--- src/design/scfe_pkg.sv ---
`default_nettype none

package scfe_pkg;

  // Frame numbers are five bits wide, so at most 32 frames can be resident.
  localparam int FRAME_W     = 5;
  localparam int FRAME_SLOTS = 32;

  // Request operation codes.
  typedef enum logic [1:0] {
    OP_INSERT = 2'd0,
    OP_REMOVE = 2'd1,
    OP_TOUCH  = 2'd2,
    OP_EVICT  = 2'd3
  } opcode_e;

  // Result status codes.
  typedef enum logic [1:0] {
    STAT_OK     = 2'd0,
    STAT_FULL   = 2'd1,
    STAT_ABSENT = 2'd2,
    STAT_EMPTY  = 2'd3
  } status_e;

  // Update of the per-frame resident and accessed flags.
  typedef struct packed {
    logic               upd_res;
    logic               res_val;
    logic               upd_acc;
    logic               acc_val;
    logic [FRAME_W-1:0] frame;
  } bits_cmd_t;

endpackage

`default_nettype wire

--- src/design/scfe_ram.sv ---
`default_nettype none

module scfe_ram #(
  parameter int WIDTH = 8,
  parameter int DEPTH = 32
) (
  input  wire logic                     clk_i,
  input  wire logic                     we_i,
  input  wire logic [$clog2(DEPTH)-1:0] waddr_i,
  input  wire logic [WIDTH-1:0]         wdata_i,
  input  wire logic [$clog2(DEPTH)-1:0] raddr_i,
  output logic      [WIDTH-1:0]         rdata_o
);

  logic [WIDTH-1:0] mem_q [DEPTH];

  // One write port and one registered read port.
  always_ff @(posedge clk_i) begin
    if (we_i) begin
      mem_q[waddr_i] <= wdata_i;
    end
    rdata_o <= mem_q[raddr_i];
  end

endmodule

`default_nettype wire

--- src/design/scfe_frame_bits.sv ---
`default_nettype none

module scfe_frame_bits
  import scfe_pkg::*;
(
  input  wire logic                   clk_i,
  input  wire logic                   rst_ni,
  input  wire bits_cmd_t              cmd_i,
  output logic      [FRAME_SLOTS-1:0] resident_o,
  output logic      [FRAME_SLOTS-1:0] accessed_o
);

  logic [FRAME_SLOTS-1:0] resident_q;
  logic [FRAME_SLOTS-1:0] accessed_q;

  // Per-frame flags, cleared together at reset.
  always_ff @(posedge clk_i or negedge rst_ni) begin
    if (!rst_ni) begin
      resident_q <= '0;
      accessed_q <= '0;
    end else begin
      if (cmd_i.upd_res) begin
        resident_q[cmd_i.frame] <= cmd_i.res_val;
      end
      if (cmd_i.upd_acc) begin
        accessed_q[cmd_i.frame] <= cmd_i.acc_val;
      end
    end
  end

  assign resident_o = resident_q;
  assign accessed_o = accessed_q;

endmodule

`default_nettype wire

--- src/design/second_chance_frame_evictor.sv ---
// Insert, touch and every request that ends in an error: the result is registered
// and shows in the cycle after the request is taken; busy stays low, so such
// requests can follow in every cycle. Remove and evict sweep the list; an evict
// whose first pass finds no victim makes a second pass. The list sweeps one entry
// per cycle through the single read port of the order memory; busy is high meanwhile.
// Reset (asynchronous, active low) empties the list and clears all frame flags.
`default_nettype none

module second_chance_frame_evictor
  import scfe_pkg::*;
#(
  parameter int NUM_FRAMES = 32
) (
  input  wire logic               clk_i,
  input  wire logic               rst_ni,
  input  wire logic               start,
  output logic                    busy,
  input  wire logic [1:0]         opcode_i,
  input  wire logic [FRAME_W-1:0] frame_index_i,
  output logic                    done_o,
  output logic      [FRAME_W-1:0] victim_index_o,
  output logic                    victim_valid_o,
  output logic      [1:0]         status_o
);

  localparam int CNT_W  = $clog2(NUM_FRAMES + 1);
  localparam int ADDR_W = $clog2(NUM_FRAMES);

  typedef enum logic {
    S_IDLE,
    S_SWEEP
  } state_e;

  state_e             state_q, state_d;
  logic               is_evict_q, is_evict_d;
  logic [FRAME_W-1:0] frame_q, frame_d;
  logic [CNT_W-1:0]   count_q, count_d;
  logic [CNT_W-1:0]   rd_q, rd_d;
  logic [CNT_W-1:0]   wr_q, wr_d;
  logic               pend_q, pend_d;
  logic               found_q, found_d;
  logic [FRAME_W-1:0] victim_q, victim_d;
  logic               done_q, done_d;
  logic [FRAME_W-1:0] vidx_q, vidx_d;
  logic               vval_q, vval_d;
  status_e            stat_q, stat_d;

  logic               ram_we;
  logic [ADDR_W-1:0]  ram_waddr;
  logic [FRAME_W-1:0] ram_wdata;
  logic [ADDR_W-1:0]  ram_raddr;
  logic [FRAME_W-1:0] ram_rdata;

  bits_cmd_t              bits_cmd;
  logic [FRAME_SLOTS-1:0] resident;
  logic [FRAME_SLOTS-1:0] accessed;

  logic in_range;
  logic is_res;
  logic list_full;
  logic acc_hit;
  logic drop;

  // Order list, front at address zero.
  scfe_ram #(
    .WIDTH (FRAME_W),
    .DEPTH (NUM_FRAMES)
  ) u_order_ram (
    .clk_i   (clk_i),
    .we_i    (ram_we),
    .waddr_i (ram_waddr),
    .wdata_i (ram_wdata),
    .raddr_i (ram_raddr),
    .rdata_o (ram_rdata)
  );

  // Resident and accessed flags per frame.
  scfe_frame_bits u_bits (
    .clk_i      (clk_i),
    .rst_ni     (rst_ni),
    .cmd_i      (bits_cmd),
    .resident_o (resident),
    .accessed_o (accessed)
  );

  assign in_range  = int'(frame_index_i) < NUM_FRAMES;
  assign is_res    = resident[frame_index_i];
  assign list_full = (count_q == CNT_W'(NUM_FRAMES));
  assign acc_hit   = accessed[ram_rdata];

  // The sweep compacts the list in place: every kept entry is copied to the write
  // pointer and a dropped entry leaves a gap that later copies close.
  assign drop = is_evict_q ? (!found_q && !acc_hit) : (ram_rdata == frame_q);

  // Sequencer next state.
  always_comb begin
    state_d    = state_q;
    is_evict_d = is_evict_q;
    frame_d    = frame_q;
    count_d    = count_q;
    rd_d       = rd_q;
    wr_d       = wr_q;
    pend_d     = pend_q;
    found_d    = found_q;
    victim_d   = victim_q;
    done_d     = 1'b0;
    vidx_d     = vidx_q;
    vval_d     = vval_q;
    stat_d     = stat_q;
    ram_we     = 1'b0;
    ram_waddr  = count_q[ADDR_W-1:0];
    ram_wdata  = frame_index_i;
    ram_raddr  = rd_q[ADDR_W-1:0];
    bits_cmd   = '0;
    bits_cmd.frame = frame_index_i;

    unique case (state_q)
      S_IDLE: begin
        if (start) begin
          frame_d = frame_index_i;
          vidx_d  = '0;
          vval_d  = 1'b0;
          stat_d  = STAT_OK;
          rd_d    = '0;
          wr_d    = '0;
          pend_d  = 1'b0;
          found_d = 1'b0;
          priority if (opcode_i == OP_EVICT) begin
            if (count_q == '0) begin
              stat_d = STAT_EMPTY;
              done_d = 1'b1;
            end else begin
              is_evict_d = 1'b1;
              state_d    = S_SWEEP;
            end
          end else if (!in_range) begin
            stat_d = STAT_ABSENT;
            done_d = 1'b1;
          end else if (opcode_i == OP_INSERT) begin
            done_d = 1'b1;
            if (is_res || list_full) begin
              stat_d = STAT_FULL;
            end else begin
              ram_we           = 1'b1;
              count_d          = count_q + 1'b1;
              bits_cmd.upd_res = 1'b1;
              bits_cmd.res_val = 1'b1;
              bits_cmd.upd_acc = 1'b1;
              bits_cmd.acc_val = 1'b0;
            end
          end else if (!is_res) begin
            stat_d = STAT_ABSENT;
            done_d = 1'b1;
          end else if (opcode_i == OP_REMOVE) begin
            bits_cmd.upd_res = 1'b1;
            bits_cmd.res_val = 1'b0;
            bits_cmd.upd_acc = 1'b1;
            bits_cmd.acc_val = 1'b0;
            is_evict_d       = 1'b0;
            state_d          = S_SWEEP;
          end else begin
            bits_cmd.upd_acc = 1'b1;
            bits_cmd.acc_val = 1'b1;
            done_d           = 1'b1;
          end
        end
      end

      S_SWEEP: begin
        // Issue the next read; its data returns in the next cycle.
        if (rd_q < count_q) begin
          rd_d   = rd_q + 1'b1;
          pend_d = 1'b1;
        end else begin
          pend_d = 1'b0;
        end

        if (pend_q) begin
          // An accessed frame ahead of the victim gets its second chance.
          if (is_evict_q && !found_q && acc_hit) begin
            bits_cmd.upd_acc = 1'b1;
            bits_cmd.acc_val = 1'b0;
            bits_cmd.frame   = ram_rdata;
          end
          if (drop) begin
            if (is_evict_q) begin
              found_d  = 1'b1;
              victim_d = ram_rdata;
            end
          end else begin
            ram_we    = 1'b1;
            ram_waddr = wr_q[ADDR_W-1:0];
            ram_wdata = ram_rdata;
            wr_d      = wr_q + 1'b1;
          end
        end else if (rd_q == count_q) begin
          // End of a pass.
          priority if (!is_evict_q) begin
            count_d = count_q - 1'b1;
            done_d  = 1'b1;
            state_d = S_IDLE;
          end else if (found_q) begin
            ram_we    = 1'b1;
            ram_waddr = wr_q[ADDR_W-1:0];
            ram_wdata = victim_q;
            vidx_d    = victim_q;
            vval_d    = 1'b1;
            done_d    = 1'b1;
            state_d   = S_IDLE;
          end else begin
            // Every frame was accessed; the second pass takes the front one.
            rd_d   = '0;
            wr_d   = '0;
            pend_d = 1'b0;
          end
        end
      end

      default: begin
        state_d = S_IDLE;
      end
    endcase
  end

  // State and registered outputs.
  always_ff @(posedge clk_i or negedge rst_ni) begin
    if (!rst_ni) begin
      state_q    <= S_IDLE;
      is_evict_q <= 1'b0;
      count_q    <= '0;
      rd_q       <= '0;
      wr_q       <= '0;
      pend_q     <= 1'b0;
      found_q    <= 1'b0;
      done_q     <= 1'b0;
    end else begin
      state_q    <= state_d;
      is_evict_q <= is_evict_d;
      count_q    <= count_d;
      rd_q       <= rd_d;
      wr_q       <= wr_d;
      pend_q     <= pend_d;
      found_q    <= found_d;
      done_q     <= done_d;
    end
  end

  // Payload registers.
  always_ff @(posedge clk_i) begin
    frame_q  <= frame_d;
    victim_q <= victim_d;
    vidx_q   <= vidx_d;
    vval_q   <= vval_d;
    stat_q   <= stat_d;
  end

  assign busy           = (state_q == S_SWEEP);
  assign done_o         = done_q;
  assign victim_index_o = vidx_q;
  assign victim_valid_o = vval_q;
  assign status_o       = stat_q;

endmodule

`default_nettype wire

--- config.mk ---
export PLATFORM = sky130hd
export DESIGN_NAME = second_chance_frame_evictor
export DESIGN_NICKNAME = d
export VERILOG_FILES = /design/src/design/scfe_pkg.sv /design/src/design/scfe_ram.sv /design/src/design/scfe_frame_bits.sv /design/src/design/second_chance_frame_evictor.sv
export SDC_FILE = /design/constraint.sdc
export NUM_CORES = 1
export LEC_CHECK = 0
export ABC_AREA = 1
export BUFFER_PORTS_ARGS = -buffer_cell sky130_fd_sc_hd__buf_2
export CORE_ASPECT_RATIO = 1.2
export CORE_UTILIZATION = 40
export CTS_CLUSTER_SIZE = 16
export DETAILED_ROUTE_END_ITERATION = 12
export REMOVE_ABC_BUFFERS = 1
export SLEW_MARGIN = 20
export SYNTH_ARGS = -nofsm -noshare
export SYNTH_HDL_FRONTEND = slang
export SYNTH_SLANG_ARGS = --single-unit
--- constraint.sdc ---
create_clock -name clk_i -period 4.4 [get_ports clk_i]
set_input_delay 0.88 -clock clk_i [delete_from_list [all_inputs] [get_ports clk_i]]
set_output_delay 0.88 -clock clk_i [all_outputs]
set_load 0.05 [all_outputs]
; ---- After elaboration in Yosys (flattened, before gate mapping)
; Memories as Yosys holds them, arrays and structs flattened. A register that Yosys moved wholly into a read port is not among the register bits.
; Cells that the tools add are included.
[op_classes]
add_sub_neg = 4
multipliers = 0
div_mod_pow = 0
magnitude_cmp = 5
eq_ne = 22
shifts = 0
mux = 119
n_bitwise = 1
reduce_logical = 18
[op_table]
columns = operator, count
row1 = 2-to-1 mux 6 bit, 18
row2 = 2-to-1 mux 5 bit, 18
row3 = bitwise mux 32 bit, 2
row4 = 2-to-1 mux 1 bit, 54
row5 = one-hot mux 6 bit (2 select lines), 3
row6 = 2-to-1 mux 4 bit, 5
row7 = "adder 6 x 1 -> 6 bit, second input constant", 3
row8 = "< comparator 5 x 6 -> 1 bit, second input constant", 3
row9 = "inequality test 2 bit, second input constant", 8
row10 = 2-to-1 mux 7 bit, 2
row11 = 2-to-1 mux 2 bit, 6
row12 = one-hot mux 1 bit (2 select lines), 6
row13 = binary-select mux 1 bit (select 5 bit), 2
row14 = "inequality test 2 x 1 -> 1 bit, second input constant", 5
row15 = one-hot mux 5 bit (2 select lines), 1
row16 = AND reduction 5 bit, 2
row17 = AND reduction 4 bit, 2
row18 = AND reduction 7 bit, 1
row19 = == test 6 bit, 1
row20 = "== test 6 bit, second input constant", 1
row21 = logical NOT 6 bit, 1
row22 = < comparator 6 bit, 1
row23 = "inequality test 3 x 1 -> 1 bit, second input constant", 2
row24 = "inequality test 3 bit, second input constant", 2
row25 = other kinds (15), 20
[word_totals]
register_bits = 105
latch_bits = 0
ramBits = 160
mem_bits_ro = 0
inputBits = 10
out_inout_bits = 10
elab_cells = 185
mem_count = 1
[memory_table]
columns = memory, depth, word_bits, read_ports, rd_ports_with_merged_regs, write_ports, line_no
row1 = u_order_ram.mem_q, 32, 5, 1, 1, 1, scfe_ram.sv:15  ; logic [WIDTH-1:0] mem_q [DEPTH];

; ---- Logic depth before layout (Yosys ltp)
; Gate-level depths: netlist of the first run.
[depth]
depth_word = 11
ltp_mapped = 21
depth_no_buf = 17

; ---- Hierarchy
; Synthesis of the first run repeated with hierarchy kept, for this count alone.
[unflattened]
hier_cells = 1450
hier_area_um2 = 13108.8
[by_module_without_submodules]
columns = mod, instances, cells_per_inst, area_per_inst_um2, seq_area_each_um2
row1 = scfe_ram, 1, 595, 6796.5, 4904.7
row2 = second_chance_frame_evictor, 1, 460, 3219.3, 1091.0
row3 = scfe_frame_bits, 1, 395, 3093.0, 1601.5

; ---- Worst setup path before layout of the first run
; Ideal clock, no wire load.
[synth_timing]
kind = reg2reg
from = reg rd_q[0]
to = mem u_order_ram.mem_q[0][2] in the netlist's numbering (data pin)
setup_time_ns = 0.454
arrival_ns = 3.106
required_ns = 3.946
setup_slack_ns = 0.840
path_stages_with_launch = 11
n_path_buf = 3
period_less_slack_ns = 3.560
path_cell_list = dfrtp_1 clkbuf_1 inv_1 clkbuf_1 clkbuf_1 ha_1 nand3_1 inv_2 nand3_1 a22oi_1 o21ai_0
[synth_between]
elab_chain_len = 4
[synth_lines]
columns = item, line_no
row1 = start: declaration, second_chance_frame_evictor.sv:38  ; logic [CNT_W-1:0] rd_q, rd_d;
row2 = start signal: assignment, second_chance_frame_evictor.sv:240  ; rd_q <= rd_d;
row3 = == test 6 bit, second_chance_frame_evictor.sv:196  ; end else if (rd_q == count_q) begin
row4 = 2-to-1 mux 5 bit, second_chance_frame_evictor.sv:196
row5 = 2-to-1 mux 5 bit, second_chance_frame_evictor.sv:178  ; if (pend_q) begin
row6 = 2-to-1 mux 5 bit, second_chance_frame_evictor.sv:117  ; unique case (state_q)
row7 = via ram_wdata[2], second_chance_frame_evictor.sv:50  ; logic [FRAME_W-1:0] ram_wdata;
row8 = end: declaration, scfe_ram.sv:15
; The timed path passes the listed nets, and every way through them passes these cells.

; ---- Worst setup path in the final report of the first run
[layout_timing]
from = reg u_order_ram.rdata_o[0] (read register of u_order_ram.mem_q)
to = mem u_order_ram.mem_q[16][4] in the netlist's numbering (enable)
[layout_between]
elab_chain_len = 10
elab_cells_between_ends = 14
classes_between = 1 x eq/ne / 11 x mux / 2 x reduce/logical
[layout_lines]
columns = item, line_no
row1 = start: declaration, scfe_ram.sv:12  ; output logic [WIDTH-1:0] rdata_o
row2 = binary-select mux 1 bit (select 5 bit), second_chance_frame_evictor.sv:89  ; assign acc_hit = accessed[ram_rdata];
row3 = 2-to-1 mux 1 bit (implied by the code), second_chance_frame_evictor.sv:89
row4 = logical NOT 1 bit, second_chance_frame_evictor.sv:93  ; assign drop = is_evict_q ? (!found_q && !acc_hit) : (ram_rdata == frame_q);
row5 = logical AND 1 bit, second_chance_frame_evictor.sv:93
row6 = 2-to-1 mux 1 bit (*), second_chance_frame_evictor.sv:93
row7 = 2-to-1 mux 1 bit, second_chance_frame_evictor.sv:185  ; if (drop) begin
row8 = 2-to-1 mux 1 bit, second_chance_frame_evictor.sv:178
row9 = one-hot mux 1 bit (2 select lines), second_chance_frame_evictor.sv:117
row10 = 2-to-1 mux 1 bit, scfe_ram.sv:19  ; if (we_i) begin
row11 = 2-to-1 mux 1 bit (implied by the code), scfe_ram.sv:20  ; mem_q[waddr_i] <= wdata_i;
; Mark *: on every way between the ends. The rest lies on a longest branch, timed or not. The select of a mux whose other input is x is not followed.

==> impl_metrics.xml, run 1 <==
<?xml version="1.0" encoding="UTF-8"?>
<metrics>
  <group name="timing">
    <metric name="timing.final.max_slew_violations" unit="">0</metric>
    <metric name="fin_skew" unit="ns">0.0247</metric>
    <metric name="fin_setup_tns" unit="ns">0</metric>
    <metric name="rsz0062_at_grt" unit="">false</metric>
    <metric name="final_setup_slack_of_the_worst_path" unit="ns">0.827</metric>
    <metric name="finalCriticalPeriod" unit="ns">3.57</metric>
    <metric name="relSlewSlack" unit="%">29.1</metric>
    <metric name="report.final.setup_viol" unit="">0</metric>
    <metric name="min_period_over_period" unit="%">81.2</metric>
    <metric name="hold_viol" unit="">0</metric>
    <metric name="fmaxAchievable" unit="MHz">280</metric>
    <metric name="worst-slew-pin-transition" unit="ns">1.06</metric>
  </group>
  <group name="synth">
    <metric name="synth_cells" unit="">1337</metric>
    <metric name="synth.largest_area_cell" unit="">sky130_fd_sc_hd__edfxtp_1</metric>
    <metric name="sequential_share_of_the_synthesized_area" unit="%">58.2</metric>
    <metric name="yosys_register_bits" unit="">269</metric>
    <metric name="synth.cell_area" unit="µm²">13100</metric>
    <metric name="synth.area.mux_share" unit="%">0</metric>
    <metric name="synth_area_leaders" unit="">sky130_fd_sc_hd__edfxtp_1 41%, sky130_fd_sc_hd__dfrtp_1 16%, sky130_fd_sc_hd__nand2_1 8.3%, sky130_fd_sc_hd__nand3_1 6.9%, sky130_fd_sc_hd__o21ai_0 4.4%</metric>
    <metric name="synth-compound-area-share" unit="%">9.40</metric>
    <metric name="syn_avg_cell_area" unit="µm²">9.77</metric>
    <metric name="synth_top_family_by_area" unit="">simple AND/OR/NAND/NOR gates</metric>
    <metric name="synth-simple-area-share" unit="%">24.3</metric>
    <metric name="synth_cell_types" unit="">46</metric>
    <metric name="yosys_warnings" unit="">0</metric>
    <metric name="synthAdderAreaFrac" unit="%">1.40</metric>
    <metric name="netlist.area_leader.share" unit="%">40.9</metric>
    <metric name="synth_xor_xnor_area_share" unit="%">0.872</metric>
  </group>
  <group name="critical_path">
    <metric name="cp_top_family" unit="">simple AND/OR/NAND/NOR gates</metric>
    <metric name="crit_path_end_kind" unit="">flip-flop</metric>
    <metric name="critical_path_peak_fanout" unit="">14</metric>
    <metric name="worst_ep_required_time" unit="ns">4.59</metric>
    <metric name="slowest_stage" unit="">sky130_fd_sc_hd__dfxtp_1</metric>
    <metric name="slowest_delay" unit="ns">0.77</metric>
    <metric name="kind_of_critical_path" unit="">reg2reg</metric>
    <metric name="cp_num_buf_inv" unit="">1</metric>
    <metric name="crit_path_cell_trace" unit="">buf_4 -&gt; nand2_1 -&gt; nand3_1 -&gt; nand3_1 -&gt; nand2_1 -&gt; nand2_1 -&gt; nand3_2 -&gt; nand2_4 -&gt; nand2_2 -&gt; nand3_2 -&gt; nand2_2 -&gt; nand2_2 -&gt; o21ai_1 -&gt; nand3_2 -&gt; nor2_1</metric>
    <metric name="cp_data_arrival_time" unit="ns">3.77</metric>
    <metric name="start_kind" unit="">flip-flop</metric>
  </group>
  <group name="cells_and_area">
    <metric name="n_fill_cell" unit="">3035</metric>
    <metric name="diodes" unit="">0</metric>
    <metric name="final_common_cell" unit="">sky130_fd_sc_hd__nand2_1</metric>
    <metric name="final_cell_area" unit="µm²">14400</metric>
    <metric name="drive_gt1_share" unit="%">11.3</metric>
    <metric name="fin_util" unit="%">44.7</metric>
    <metric name="final_cell_mix" unit="">287 x sky130_fd_sc_hd__nand2_1, 180 x sky130_fd_sc_hd__nand3_1, 178 x sky130_fd_sc_hd__edfxtp_1</metric>
    <metric name="fin_nets" unit="">1354</metric>
    <metric name="areaGrowthSynthToFinish" unit="%">10.2</metric>
  </group>
  <group name="clock_network">
    <metric name="clkSinkCount" unit="">269</metric>
    <metric name="cts.repair_timing.setup_buffer_count" unit="">0</metric>
    <metric name="post_cts_hold_buffer_count" unit="">0</metric>
    <metric name="cts_made_buffers" unit="">29</metric>
    <metric name="clock_insertion_delay_worst_skew" unit="ns">0.56</metric>
    <metric name="clkTransAtPathRegs" unit="ns">0.07</metric>
    <metric name="cts_tree" unit="">done</metric>
    <metric name="clock_tree.root_cell" unit="">sky130_fd_sc_hd__clkbuf_16</metric>
    <metric name="cts_max_path_buffers" unit="">3</metric>
    <metric name="cts-htree-levels" unit="">1</metric>
    <metric name="post_cts_resized" unit="">0</metric>
  </group>
  <group name="die">
    <metric name="top_level_ports" unit="">20</metric>
    <metric name="initial_cell_density_of_the_core" unit="%">40.6</metric>
    <metric name="fp.dieH" unit="µm">200</metric>
    <metric name="die-area" unit="µm²">33400</metric>
    <metric name="floorplan.core_area" unit="µm²">32200</metric>
    <metric name="rows" unit="">72</metric>
    <metric name="die_w" unit="µm">167</metric>
  </group>
  <group name="pwr">
    <metric name="power.static_leakage" unit="nW">5.60</metric>
    <metric name="vdd_drop_max" unit="mV">0.281</metric>
    <metric name="power_density" unit="nW/µm²">380</metric>
  </group>
  <group name="global_route">
    <metric name="grt_use_total" unit="%">20.1</metric>
    <metric name="grt_pass1_wl" unit="mm">52.6</metric>
    <metric name="grt_start_max_net_pins" unit="">84</metric>
    <metric name="antenna_found_initial" unit="">0</metric>
    <metric name="grt-ovfl-total" unit="">0</metric>
    <metric name="grt_pass1_vias" unit="">9359</metric>
  </group>
  <group name="routing">
    <metric name="detailedRoute.firstPassIterationCount" unit="">5</metric>
    <metric name="dr_total_vias" unit="">9624</metric>
    <metric name="drt-vias-per-instance" unit="">5.47</metric>
    <metric name="post-route-drc-count" unit="">0</metric>
    <metric name="drt-initial-drc-count" unit="">812</metric>
    <metric name="wl" unit="mm">32.8</metric>
    <metric name="detail_route.wl_per_cell" unit="µm">18.6</metric>
    <metric name="final_antenna_net_count" unit="">0</metric>
  </group>
  <group name="status">
    <metric name="outcome" unit="">completed</metric>
  </group>
  <group name="placed_design">
    <metric name="dp.final_hpwl" unit="mm">20.9</metric>
    <metric name="dpl-instance-area" unit="µm²">13400</metric>
    <metric name="dp_slack" unit="ns">0.576</metric>
    <metric name="io_buffer_count" unit="">19</metric>
    <metric name="globalplace.congestion" unit="">0.857</metric>
  </group>
  <group name="run">
    <metric name="drv.max_cap_violation_count" unit="">0</metric>
  </group>
  <group name="hold_path">
    <metric name="hold_path_class" unit="">in2async</metric>
  </group>
</metrics>
[synthesized netlist by cell type, drive strengths merged]
cell type and instances:
nand2 309, nand3 185, edfxtp 178, nor2 145
o21ai 123, dfrtp 86, inv 61, nand4 44
buf 39, clkbuf 39, o22ai 32, a21oi 21
o221ai 15, ha 13, xor2 11, clkinv 7
o211ai 7, dfxtp 5, nor3 4, nor4 2
o31ai 2, xnor2 2, a211oi 1, a22o 1
a22oi 1, and2 1, fa 1, o21bai 1
o32ai 1
[per-stage QoR]
| step | instances | power, mW | hold slack (ns) |
|---|---|---|---|
| after detailed placement | 1706 | 2.93 | 0.458 |
| final | 1760 | 5.47 | 0.328 |
| after global routing | 1760 | 5.63 | 0.357 |
| after floorplan | 1259 | 2.85 | 0.442 |
| after global placement | 1706 | 2.92 | 0.454 |
| after CTS | 1760 | 5.51 | 0.337 |
[logic make-up (layout without fill, tap and decap cells)]
group,Yosys count,after routing
AND/OR/NAND/NOR,690,690
flip-flops,269,269
AO/OA/AOI/OAI,205,205
buffers and inverters,146,162
adder cells (fa/ha/maj),14,14
XOR/XNOR,13,13
[power by group]
| part | internal (mW) | switching, mW |
|---|---|---|
| clock | 1.57 | 1.03 |
| combinational | 0.0327 | 0.129 |
| sequential | 2.70 | 0.00534 |
[path summary, 6_finish.rpt]
check	start	to	slack (ns)	cells after the start
min in group clk_i	u_bits.resident_o[12]	u_bits.resident_o[12]	0.47	2
max in group asynchronous	rst_ni	rd_q[0]	3.26	2
worst min-delay path	rst_ni	u_bits.accessed_o[4]	0.33	1
worst min register to register	u_bits.resident_o[12]	u_bits.resident_o[12]	0.47	2
worst max-delay path	u_order_ram.rdata_o[0]	u_order_ram.mem_q[16][4]	0.83	15
worst max register to register	u_order_ram.rdata_o[0]	u_order_ram.mem_q[16][4]	0.83	15
[state kept, by name, summed over array words and instances, names as in the netlist]
signal               count
victim_index_o           5
u_bits.accessed_o       32
victim_valid_o           1
rd_q                     6
count_q                  6
victim_q                 5
pend_q                   1
status_o                 2
found_q                  1
busy                     1
done_o                   1
u_order_ram.rdata_o      5
u_order_ram.mem_q      160
wr_q                     5
frame_q                  5
is_evict_q               1
u_bits.resident_o       32
[layer usage]
layer	up-vias	GRT usage (%)	wire (µm)	share of wire (%)
met4	0	6.10	744	2.3
met5	-	0	0	0
met3	49	1.93	1340	4.1
li1	4669	-	-	-
met2	254	36.0	16500	50
met1	4652	25.9	14300	43
[layout make-up]
class	count	area [µm²]	share of cell area, %
multi-input combinational	922	4740	32.9
sequential	269	7600	52.8
inverter	68	263	1.83
clock inverter	17	238	1.65
clock buffer	37	787	5.47
timing repair buffer	40	255	1.77
tap	407	509	3.54
Note: power is estimated with default switching activity, not from simulation.
==> inputs of run 2 (changes only) <==
--- a/config.mk
+++ b/config.mk
@@ -5,7 +5,7 @@
 export SDC_FILE = /design/constraint.sdc
 export NUM_CORES = 1
 export LEC_CHECK = 0
-export ABC_AREA = 1
+export ABC_AREA = 0
 export BUFFER_PORTS_ARGS = -buffer_cell sky130_fd_sc_hd__buf_2
 export CORE_ASPECT_RATIO = 1.2
 export CORE_UTILIZATION = 40
==> constraint.sdc (replaced) <==
create_clock -name clk_i -period 3.2 [get_ports clk_i]
set_input_delay 0.64 -clock clk_i [delete_from_list [all_inputs] [get_ports clk_i]]
set_output_delay 0.64 -clock clk_i [all_outputs]
set_load 0.05 [all_outputs]
==> run 2 against run 1 <==
Against the previous run: the flow now finishes with violations (setup timing); synthesized area is 6.1% lower; design area is 8.6% higher; cell count is 20% lower; largest power group is now combinational cells; highest routed layer unchanged.
==> impl_metrics.xml, run 2 <==
<?xml version="1.0" encoding="UTF-8"?>
<metrics>
  <group name="status">
    <metric name="outcome" unit="">finished, violations left</metric>
    <metric name="violations" unit="">setup timing</metric>
  </group>
  <group name="synth">
    <metric name="sequential_share_of_the_synthesized_area" unit="%">62.0</metric>
    <metric name="yosys_warnings" unit="">0</metric>
    <metric name="synth_flop_cell" unit="">sky130_fd_sc_hd__edfxtp_1</metric>
    <metric name="netlist.area_leader.share" unit="%">43.6</metric>
    <metric name="synth_cells" unit="">856</metric>
    <metric name="asyncSetResetFlopFracSynth" unit="%">32.0</metric>
    <metric name="synth.largest_area_cell" unit="">sky130_fd_sc_hd__edfxtp_1</metric>
    <metric name="post_synth_most_frequent_cells" unit="">178 x sky130_fd_sc_hd__edfxtp_1, 86 x sky130_fd_sc_hd__dfrtp_1, 85 x sky130_fd_sc_hd__o21ai_0, 60 x sky130_fd_sc_hd__mux4_2, 59 x sky130_fd_sc_hd__nor2_1</metric>
    <metric name="synth_cell_types" unit="">61</metric>
    <metric name="synth.cell_area" unit="µm²">12300</metric>
    <metric name="yosys_register_bits" unit="">269</metric>
    <metric name="synth_area_leaders" unit="">sky130_fd_sc_hd__edfxtp_1 44%, sky130_fd_sc_hd__dfrtp_1 18%, sky130_fd_sc_hd__mux4_2 11%, sky130_fd_sc_hd__mux2_2 3.8%, sky130_fd_sc_hd__o21ai_0 3.5%</metric>
    <metric name="syn_avg_cell_area" unit="µm²">14.3</metric>
    <metric name="yosysMostFrequentCell" unit="">sky130_fd_sc_hd__edfxtp_1</metric>
    <metric name="edff_count_synth" unit="">178</metric>
  </group>
  <group name="global_route">
    <metric name="grt_pass1_wl" unit="mm">48.2</metric>
    <metric name="grt_pass1_vias" unit="">7934</metric>
    <metric name="grt_use_total" unit="%">20.3</metric>
    <metric name="grt_start_max_net_pins" unit="">50</metric>
    <metric name="grt-ovfl-total" unit="">0</metric>
    <metric name="antenna_found_initial" unit="">0</metric>
  </group>
  <group name="clock_network">
    <metric name="cts_max_path_buffers" unit="">3</metric>
    <metric name="clock_tree.root_cell" unit="">sky130_fd_sc_hd__clkbuf_16</metric>
    <metric name="cts_tree" unit="">done</metric>
    <metric name="clock_insertion_delay_worst_skew" unit="ns">0.56</metric>
    <metric name="cts_made_buffers" unit="">27</metric>
    <metric name="clkSinkCount" unit="">269</metric>
    <metric name="clkTransAtPathRegs" unit="ns">0.07</metric>
    <metric name="cts-htree-levels" unit="">1</metric>
  </group>
  <group name="cells_and_area">
    <metric name="diodes" unit="">0</metric>
    <metric name="layout.area.seq" unit="µm²">7600</metric>
    <metric name="areaGrowthSynthToFinish" unit="%">27.4</metric>
    <metric name="largest-register" unit="">u_order_ram.mem_q</metric>
    <metric name="drive_gt1_share" unit="%">36.3</metric>
    <metric name="finalNonFillerCells" unit="">1404</metric>
    <metric name="final_common_cell" unit="">sky130_fd_sc_hd__edfxtp_1</metric>
    <metric name="n_fill_cell" unit="">2428</metric>
    <metric name="fin_nets" unit="">1018</metric>
    <metric name="largest_reg_flops" unit="">160</metric>
    <metric name="multi_input_comb_area" unit="µm²">4870</metric>
    <metric name="fin_util" unit="%">52.3</metric>
    <metric name="final_cell_mix" unit="">178 x sky130_fd_sc_hd__edfxtp_1, 89 x sky130_fd_sc_hd__buf_4, 84 x sky130_fd_sc_hd__o21ai_0, 84 x sky130_fd_sc_hd__dfrtp_1, 60 x sky130_fd_sc_hd__mux4_2</metric>
  </group>
  <group name="die">
    <metric name="die_w" unit="µm">162</metric>
    <metric name="initial_cell_density_of_the_core" unit="%">41.1</metric>
    <metric name="floorplan.core_area" unit="µm²">29900</metric>
    <metric name="die-area" unit="µm²">31400</metric>
    <metric name="top_level_ports" unit="">20</metric>
    <metric name="rows" unit="">69</metric>
    <metric name="fp.dieH" unit="µm">194</metric>
  </group>
  <group name="critical_path">
    <metric name="crit-reg2reg-capture" unit="">u_order_ram.mem_q[14][1]</metric>
    <metric name="r2r-start" unit="">u_order_ram.rdata_o[0]</metric>
    <metric name="cp_data_arrival_time" unit="ns">3.74</metric>
    <metric name="kind_of_critical_path" unit="">reg2reg</metric>
    <metric name="r2r_cells" unit="">12</metric>
    <metric name="crit_start" unit="">u_order_ram.rdata_o[0]</metric>
    <metric name="crit_path_end_kind" unit="">flip-flop</metric>
    <metric name="start_kind" unit="">flip-flop</metric>
    <metric name="worst_ep_required_time" unit="ns">3.47</metric>
    <metric name="critical_path_peak_fanout" unit="">6</metric>
    <metric name="r2r_setup_slack" unit="ns">-0.27</metric>
  </group>
  <group name="timing">
    <metric name="relSlewSlack" unit="%">43.7</metric>
    <metric name="report.final.setup_viol" unit="">319</metric>
    <metric name="finalCriticalPeriod" unit="ns">3.47</metric>
    <metric name="fin_skew" unit="ns">0.0304</metric>
    <metric name="hold_viol" unit="">0</metric>
    <metric name="final_setup_slack_of_the_worst_path" unit="ns">-0.267</metric>
    <metric name="rsz0062_at_grt" unit="">true</metric>
    <metric name="fmaxAchievable" unit="MHz">288</metric>
    <metric name="min_period_over_period" unit="%">108</metric>
    <metric name="worst-slew-pin-transition" unit="ns">0.845</metric>
    <metric name="timing.final.max_slew_violations" unit="">0</metric>
  </group>
  <group name="pwr">
    <metric name="comb_power_share" unit="%">45.7</metric>
    <metric name="switching_share" unit="%">34.3</metric>
    <metric name="power_frac_clock" unit="%">20.8</metric>
    <metric name="seq_power_share" unit="%">33.5</metric>
    <metric name="power_report.internal_total" unit="mW">9.87</metric>
    <metric name="power.static_leakage" unit="nW">5.95</metric>
    <metric name="power_switching" unit="mW">5.14</metric>
    <metric name="power_density" unit="nW/µm²">960</metric>
    <metric name="power" unit="mW">15.0</metric>
    <metric name="vdd_drop_max" unit="mV">0.489</metric>
  </group>
  <group name="routing">
    <metric name="detailedRoute.firstPassIterationCount" unit="">7</metric>
    <metric name="dr_total_vias" unit="">8026</metric>
    <metric name="drt-vias-per-instance" unit="">5.72</metric>
    <metric name="drt-initial-drc-count" unit="">907</metric>
    <metric name="detail_route.wl_per_cell" unit="µm">22.8</metric>
    <metric name="wl" unit="mm">32.0</metric>
    <metric name="post-route-drc-count" unit="">0</metric>
    <metric name="final_antenna_net_count" unit="">0</metric>
  </group>
  <group name="placed_design">
    <metric name="dp.final_hpwl" unit="mm">19.6</metric>
    <metric name="globalplace.congestion" unit="">0.834</metric>
    <metric name="placed_cells_incl_taps" unit="">1310</metric>
    <metric name="io_buffer_count" unit="">19</metric>
  </group>
  <group name="hold_path">
    <metric name="hold_path_class" unit="">in2async</metric>
  </group>
  <group name="run">
    <metric name="drv.max_cap_violation_count" unit="">0</metric>
  </group>
</metrics>
==> run 2: repair_timing <==
item / 4_1_cts / 5_1_grt
pin swaps: 25 / 17
gates cloned: 9 / 6
hold buffers: 0 / 0
buffers inserted: 28 / 8
gates resized for setup: 98 / 31
setup endpoints to repair: 320 / 338
==> run 2: worst max-delay path by stage <==
stage	end	cells past startpoint
floorplan	u_order_ram.mem_q[24][0]	8
global placement	u_order_ram.mem_q[10][3]	10
detailed placement	u_order_ram.mem_q[17][2]	10
CTS	u_order_ram.mem_q[10][4]	10
global route	u_order_ram.mem_q[14][1]	12
finish	u_order_ram.mem_q[14][1]	12
==> run 2: layout make-up <==
class	count	share of cell area, %
sequential	269	48.7
multi-input combinational	515	31.1
timing repair buffer	159	11.0
clock buffer	36	4.73
tap	390	3.12
clock inverter	13	0.817
inverter	22	0.528
==> run 2: cell families (layout without fill, tap and decap cells) <==
group,Yosys count,in the layout,synth area share (%)
buffers and inverters,72,230,2.39
muxes,122,122,16.5
xor gates and xnor gates,12,12,0.857
DFF,269,269,62.0
and+or+nand+nor,174,174,6.71
AOI/OAI and AO/OA,193,193,10.1
adders and majority gates,14,14,1.49
==> run 2: per-layer routing <==
metal	global-route usage (%)	part of all wire, %
met1	28.4	44
met2	32.0	48
met3	3.04	5.8
met4	7.30	2.8
met5	0	0
==> run 2: stage by stage <==
step	TNS [ns]	setup WS, ns	hold slack, ns	instance area (µm²)
2_1_floorplan	-452.76	-1.63	0.344	12100
3_3_place_gp	-46.17	-0.323	0.480	13500
3_5_place_dp	-64.51	-0.414	0.488	13500
4_1_cts	-39.99	-0.244	0.0877	15300
5_1_grt	-73.13	-0.377	0.114	15600
6_report	-44.13	-0.267	0.0810	15600
==> run 2: power groups by stage <==
stage / Sequential (mW) / Combinational, mW / Clock, mW
2_1_floorplan: 5.39 / 2.23 / 0
3_3_place_gp: 5.04 / 4.50 / 0
3_5_place_dp: 5.05 / 4.54 / 0
4_1_cts: 5.00 / 6.13 / 3.16
5_1_grt: 5.06 / 7.21 / 3.31
6_report: 5.02 / 6.87 / 3.12
==> run 2: worst max-delay path, stage by stage (launching register included) <==
cell	delay, ns
sky130_fd_sc_hd__dfxtp_4	0.39
sky130_fd_sc_hd__buf_12	0.13
sky130_fd_sc_hd__mux4_2	0.51
sky130_fd_sc_hd__mux2_4	0.28
sky130_fd_sc_hd__mux4_2	0.52
sky130_fd_sc_hd__o211a_1	0.27
sky130_fd_sc_hd__o21a_4	0.26
sky130_fd_sc_hd__buf_6	0.13
sky130_fd_sc_hd__buf_6	0.11
sky130_fd_sc_hd__nor4_4	0.18
sky130_fd_sc_hd__a41oi_4	0.09
sky130_fd_sc_hd__nor2_1	0.16
sky130_fd_sc_hd__buf_4	0.17
==> inputs of run 3 (changes only) <==
--- a/config.mk
+++ b/config.mk
@@ -5,7 +5,7 @@
 export SDC_FILE = /design/constraint.sdc
 export NUM_CORES = 1
 export LEC_CHECK = 0
-export ABC_AREA = 0
+export ABC_AREA = 1
 export BUFFER_PORTS_ARGS = -buffer_cell sky130_fd_sc_hd__buf_2
 export CORE_ASPECT_RATIO = 1.2
 export CORE_UTILIZATION = 40
==> run 3 against run 2 <==
Against the previous run: the run now ends clean; sequential share of layout area up 2.6 points; hold slack improved by 0.017 ns; power is 50% lower; fmax grew 12%; critical path depth increased by 6; critical path type unchanged.
==> impl_metrics.xml, run 3 (synthesis results as in run 1) <==
<?xml version="1.0" encoding="UTF-8"?>
<metrics>
  <group name="die">
    <metric name="floorplan.core_area" unit="µm²">32200</metric>
    <metric name="fp.dieH" unit="µm">200</metric>
    <metric name="die-area" unit="µm²">33400</metric>
    <metric name="die_w" unit="µm">167</metric>
    <metric name="initial_cell_density_of_the_core" unit="%">40.6</metric>
    <metric name="rows" unit="">72</metric>
    <metric name="top_level_ports" unit="">20</metric>
  </group>
  <group name="hold_path">
    <metric name="hold_path_class" unit="">in2async</metric>
  </group>
  <group name="routing">
    <metric name="post-route-drc-count" unit="">0</metric>
    <metric name="dr_total_vias" unit="">9868</metric>
    <metric name="detail_route.wl_per_cell" unit="µm">18.6</metric>
    <metric name="final_antenna_net_count" unit="">0</metric>
    <metric name="drt-vias-per-instance" unit="">5.45</metric>
    <metric name="wl" unit="mm">33.7</metric>
    <metric name="detailedRoute.firstPassIterationCount" unit="">5</metric>
    <metric name="drt-initial-drc-count" unit="">934</metric>
  </group>
  <group name="placed_design">
    <metric name="globalplace.congestion" unit="">0.850</metric>
    <metric name="dp.final_hpwl" unit="mm">21.8</metric>
    <metric name="dpl-instance-area" unit="µm²">13800</metric>
    <metric name="placed_cells_incl_taps" unit="">1753</metric>
    <metric name="io_buffer_count" unit="">19</metric>
  </group>
  <group name="critical_path">
    <metric name="r2r-start" unit="">u_order_ram.rdata_o[0]</metric>
    <metric name="cp_num_buf_inv" unit="">3</metric>
    <metric name="crit-reg2reg-capture" unit="">u_order_ram.mem_q[21][2]</metric>
    <metric name="crit_path_cell_trace" unit="">buf_12 -&gt; inv_8 -&gt; nand2_1 -&gt; nand3_1 -&gt; nand3_1 -&gt; nand2_1 -&gt; nand2_1 -&gt; nand3_2 -&gt; nand2_4 -&gt; nand2_2 -&gt; nand3_2 -&gt; nand2_2 -&gt; nand2_2 -&gt; nand2_2 -&gt; inv_1 -&gt; nor2_2 -&gt; nand2_2 -&gt; nor2_1</metric>
    <metric name="start_kind" unit="">flip-flop</metric>
    <metric name="slowest_stage" unit="">sky130_fd_sc_hd__nor2_1</metric>
    <metric name="crit_path_end_kind" unit="">flip-flop</metric>
    <metric name="r2r_cells" unit="">18</metric>
    <metric name="timing.critical_path.mode_cell" unit="">sky130_fd_sc_hd__nand2_2</metric>
    <metric name="kind_of_critical_path" unit="">reg2reg</metric>
    <metric name="critical_path_peak_fanout" unit="">20</metric>
    <metric name="r2r_setup_slack" unit="ns">0.11</metric>
    <metric name="cp_top_family" unit="">simple AND/OR/NAND/NOR gates</metric>
    <metric name="cp_data_arrival_time" unit="ns">3.32</metric>
    <metric name="worst_ep_required_time" unit="ns">3.43</metric>
    <metric name="slowest_delay" unit="ns">0.39</metric>
  </group>
  <group name="cells_and_area">
    <metric name="largest_reg_flops" unit="">160</metric>
    <metric name="largest-register" unit="">u_order_ram.mem_q</metric>
    <metric name="drive_gt1_share" unit="%">15.3</metric>
    <metric name="finalNonFillerCells" unit="">1809</metric>
    <metric name="fin_nets" unit="">1402</metric>
    <metric name="areaGrowthSynthToFinish" unit="%">13.6</metric>
    <metric name="n_fill_cell" unit="">2995</metric>
    <metric name="diodes" unit="">0</metric>
    <metric name="fin_util" unit="%">46.1</metric>
    <metric name="final_cell_area" unit="µm²">14800</metric>
    <metric name="final_common_cell" unit="">sky130_fd_sc_hd__nand2_1</metric>
    <metric name="final_cell_mix" unit="">287 x sky130_fd_sc_hd__nand2_1, 179 x sky130_fd_sc_hd__nand3_1, 178 x sky130_fd_sc_hd__edfxtp_1</metric>
  </group>
  <group name="timing">
    <metric name="report.final.setup_viol" unit="">0</metric>
    <metric name="fin_skew" unit="ns">0.0275</metric>
    <metric name="hold_viol" unit="">0</metric>
    <metric name="worst-slew-pin-transition" unit="ns">0.779</metric>
    <metric name="timing.final.max_slew_violations" unit="">0</metric>
    <metric name="rsz0062_at_grt" unit="">true</metric>
    <metric name="hold-worst-slack" unit="ns">0.0977</metric>
    <metric name="min_period_over_period" unit="%">96.5</metric>
    <metric name="fmaxAchievable" unit="MHz">324</metric>
    <metric name="finalCriticalPeriod" unit="ns">3.09</metric>
    <metric name="relSlewSlack" unit="%">48.0</metric>
  </group>
  <group name="status">
    <metric name="outcome" unit="">completed</metric>
  </group>
  <group name="clock_network">
    <metric name="cts-htree-levels" unit="">1</metric>
    <metric name="cts_tree" unit="">done</metric>
    <metric name="clock_tree.root_cell" unit="">sky130_fd_sc_hd__clkbuf_16</metric>
    <metric name="clkTransAtPathRegs" unit="ns">0.06</metric>
    <metric name="clkSinkCount" unit="">269</metric>
    <metric name="cts_max_path_buffers" unit="">3</metric>
    <metric name="cts_made_buffers" unit="">30</metric>
    <metric name="clock_insertion_delay_worst_skew" unit="ns">0.59</metric>
  </group>
  <group name="global_route">
    <metric name="grt-ovfl-total" unit="">0</metric>
    <metric name="antenna_found_initial" unit="">0</metric>
    <metric name="grt_busiest_layer" unit="">met2</metric>
    <metric name="grt_start_max_net_pins" unit="">84</metric>
    <metric name="grt_use_total" unit="%">20.7</metric>
    <metric name="grt_pass1_wl" unit="mm">53.9</metric>
    <metric name="globalRouteMet3Util" unit="%">2.41</metric>
    <metric name="globalRouteMet2Util" unit="%">37.1</metric>
    <metric name="grt_pass1_vias" unit="">9611</metric>
    <metric name="grtUsageMet1" unit="%">25.8</metric>
  </group>
  <group name="run">
    <metric name="drv.max_cap_violation_count" unit="">0</metric>
  </group>
  <group name="pwr">
    <metric name="power" unit="mW">7.55</metric>
    <metric name="power_density" unit="nW/µm²">509</metric>
    <metric name="vdd_drop_max" unit="mV">0.406</metric>
    <metric name="power.static_leakage" unit="nW">5.85</metric>
  </group>
</metrics>
run 3: cell count changes in the layout (fill, tap and decap cells not counted), sizes merged, moves of 38 or more:
cell,delta
nand3,+168
nand2,+268
nand4,+38
buf,-66
mux4,-60
mux2,-42
nor2,+86
run 3: per-layer routing:
layer | up-vias | wire length, µm
met1 | 4772 | 13900
met5 | - | 0
met4 | 0 | 993
met3 | 66 | 1600
met2 | 270 | 17200
li1 | 4760 | -
run 3: timing repair:
action,CTS,global route
hold buffers,0,0
endpoints found under the setup margin,0,100
setup buffers,0,0
gates resized for setup,0,15
endpoints found under the hold margin,0,0
run 3: power breakdown:
group,internal (mW),total [mW],switching (mW)
logic,0.0575,0.238,0.181
clock network,2.14,3.58,1.44
registers,3.72,3.73,0.00767
total,5.92,7.55,1.63
run 3: stage by stage:
| stage | TNS, ns | worst slack [ns] |
|---|---|---|
| detailed placement | 0 | 0.0843 |
| CTS | 0 | 0.101 |
| finish | 0 | 0.113 |
| floorplan | -660.30 | -2.00 |
| global route | -3.39 | -0.0817 |
| global placement | 0 | 0.143 |
run 3: worst max path at each step:
stage	from	end	cells after the start
final	u_order_ram.rdata_o[0]	u_order_ram.mem_q[21][2]	18
after global routing	u_order_ram.rdata_o[0]	u_order_ram.mem_q[5][0]	17
after CTS	count_q[5]	u_order_ram.mem_q[19][1]	16
after detailed placement	frame_index_i[1]	u_order_ram.mem_q[3][1]	16
after global placement	frame_index_i[1]	u_order_ram.mem_q[19][0]	16
after floorplan	rd_q[0]	u_order_ram.mem_q[0][2]	7
run 3: area by class of cell:
cell class | count | area [µm²] | area share (%)
clock buffer | 33 | 772 | 5.21
inverter | 68 | 263 | 1.77
tap | 407 | 509 | 3.43
clock inverter | 23 | 260 | 1.76
multi-input combinational | 922 | 4770 | 32.1
sequential | 269 | 7600 | 51.2
timing repair buffer | 87 | 658 | 4.44
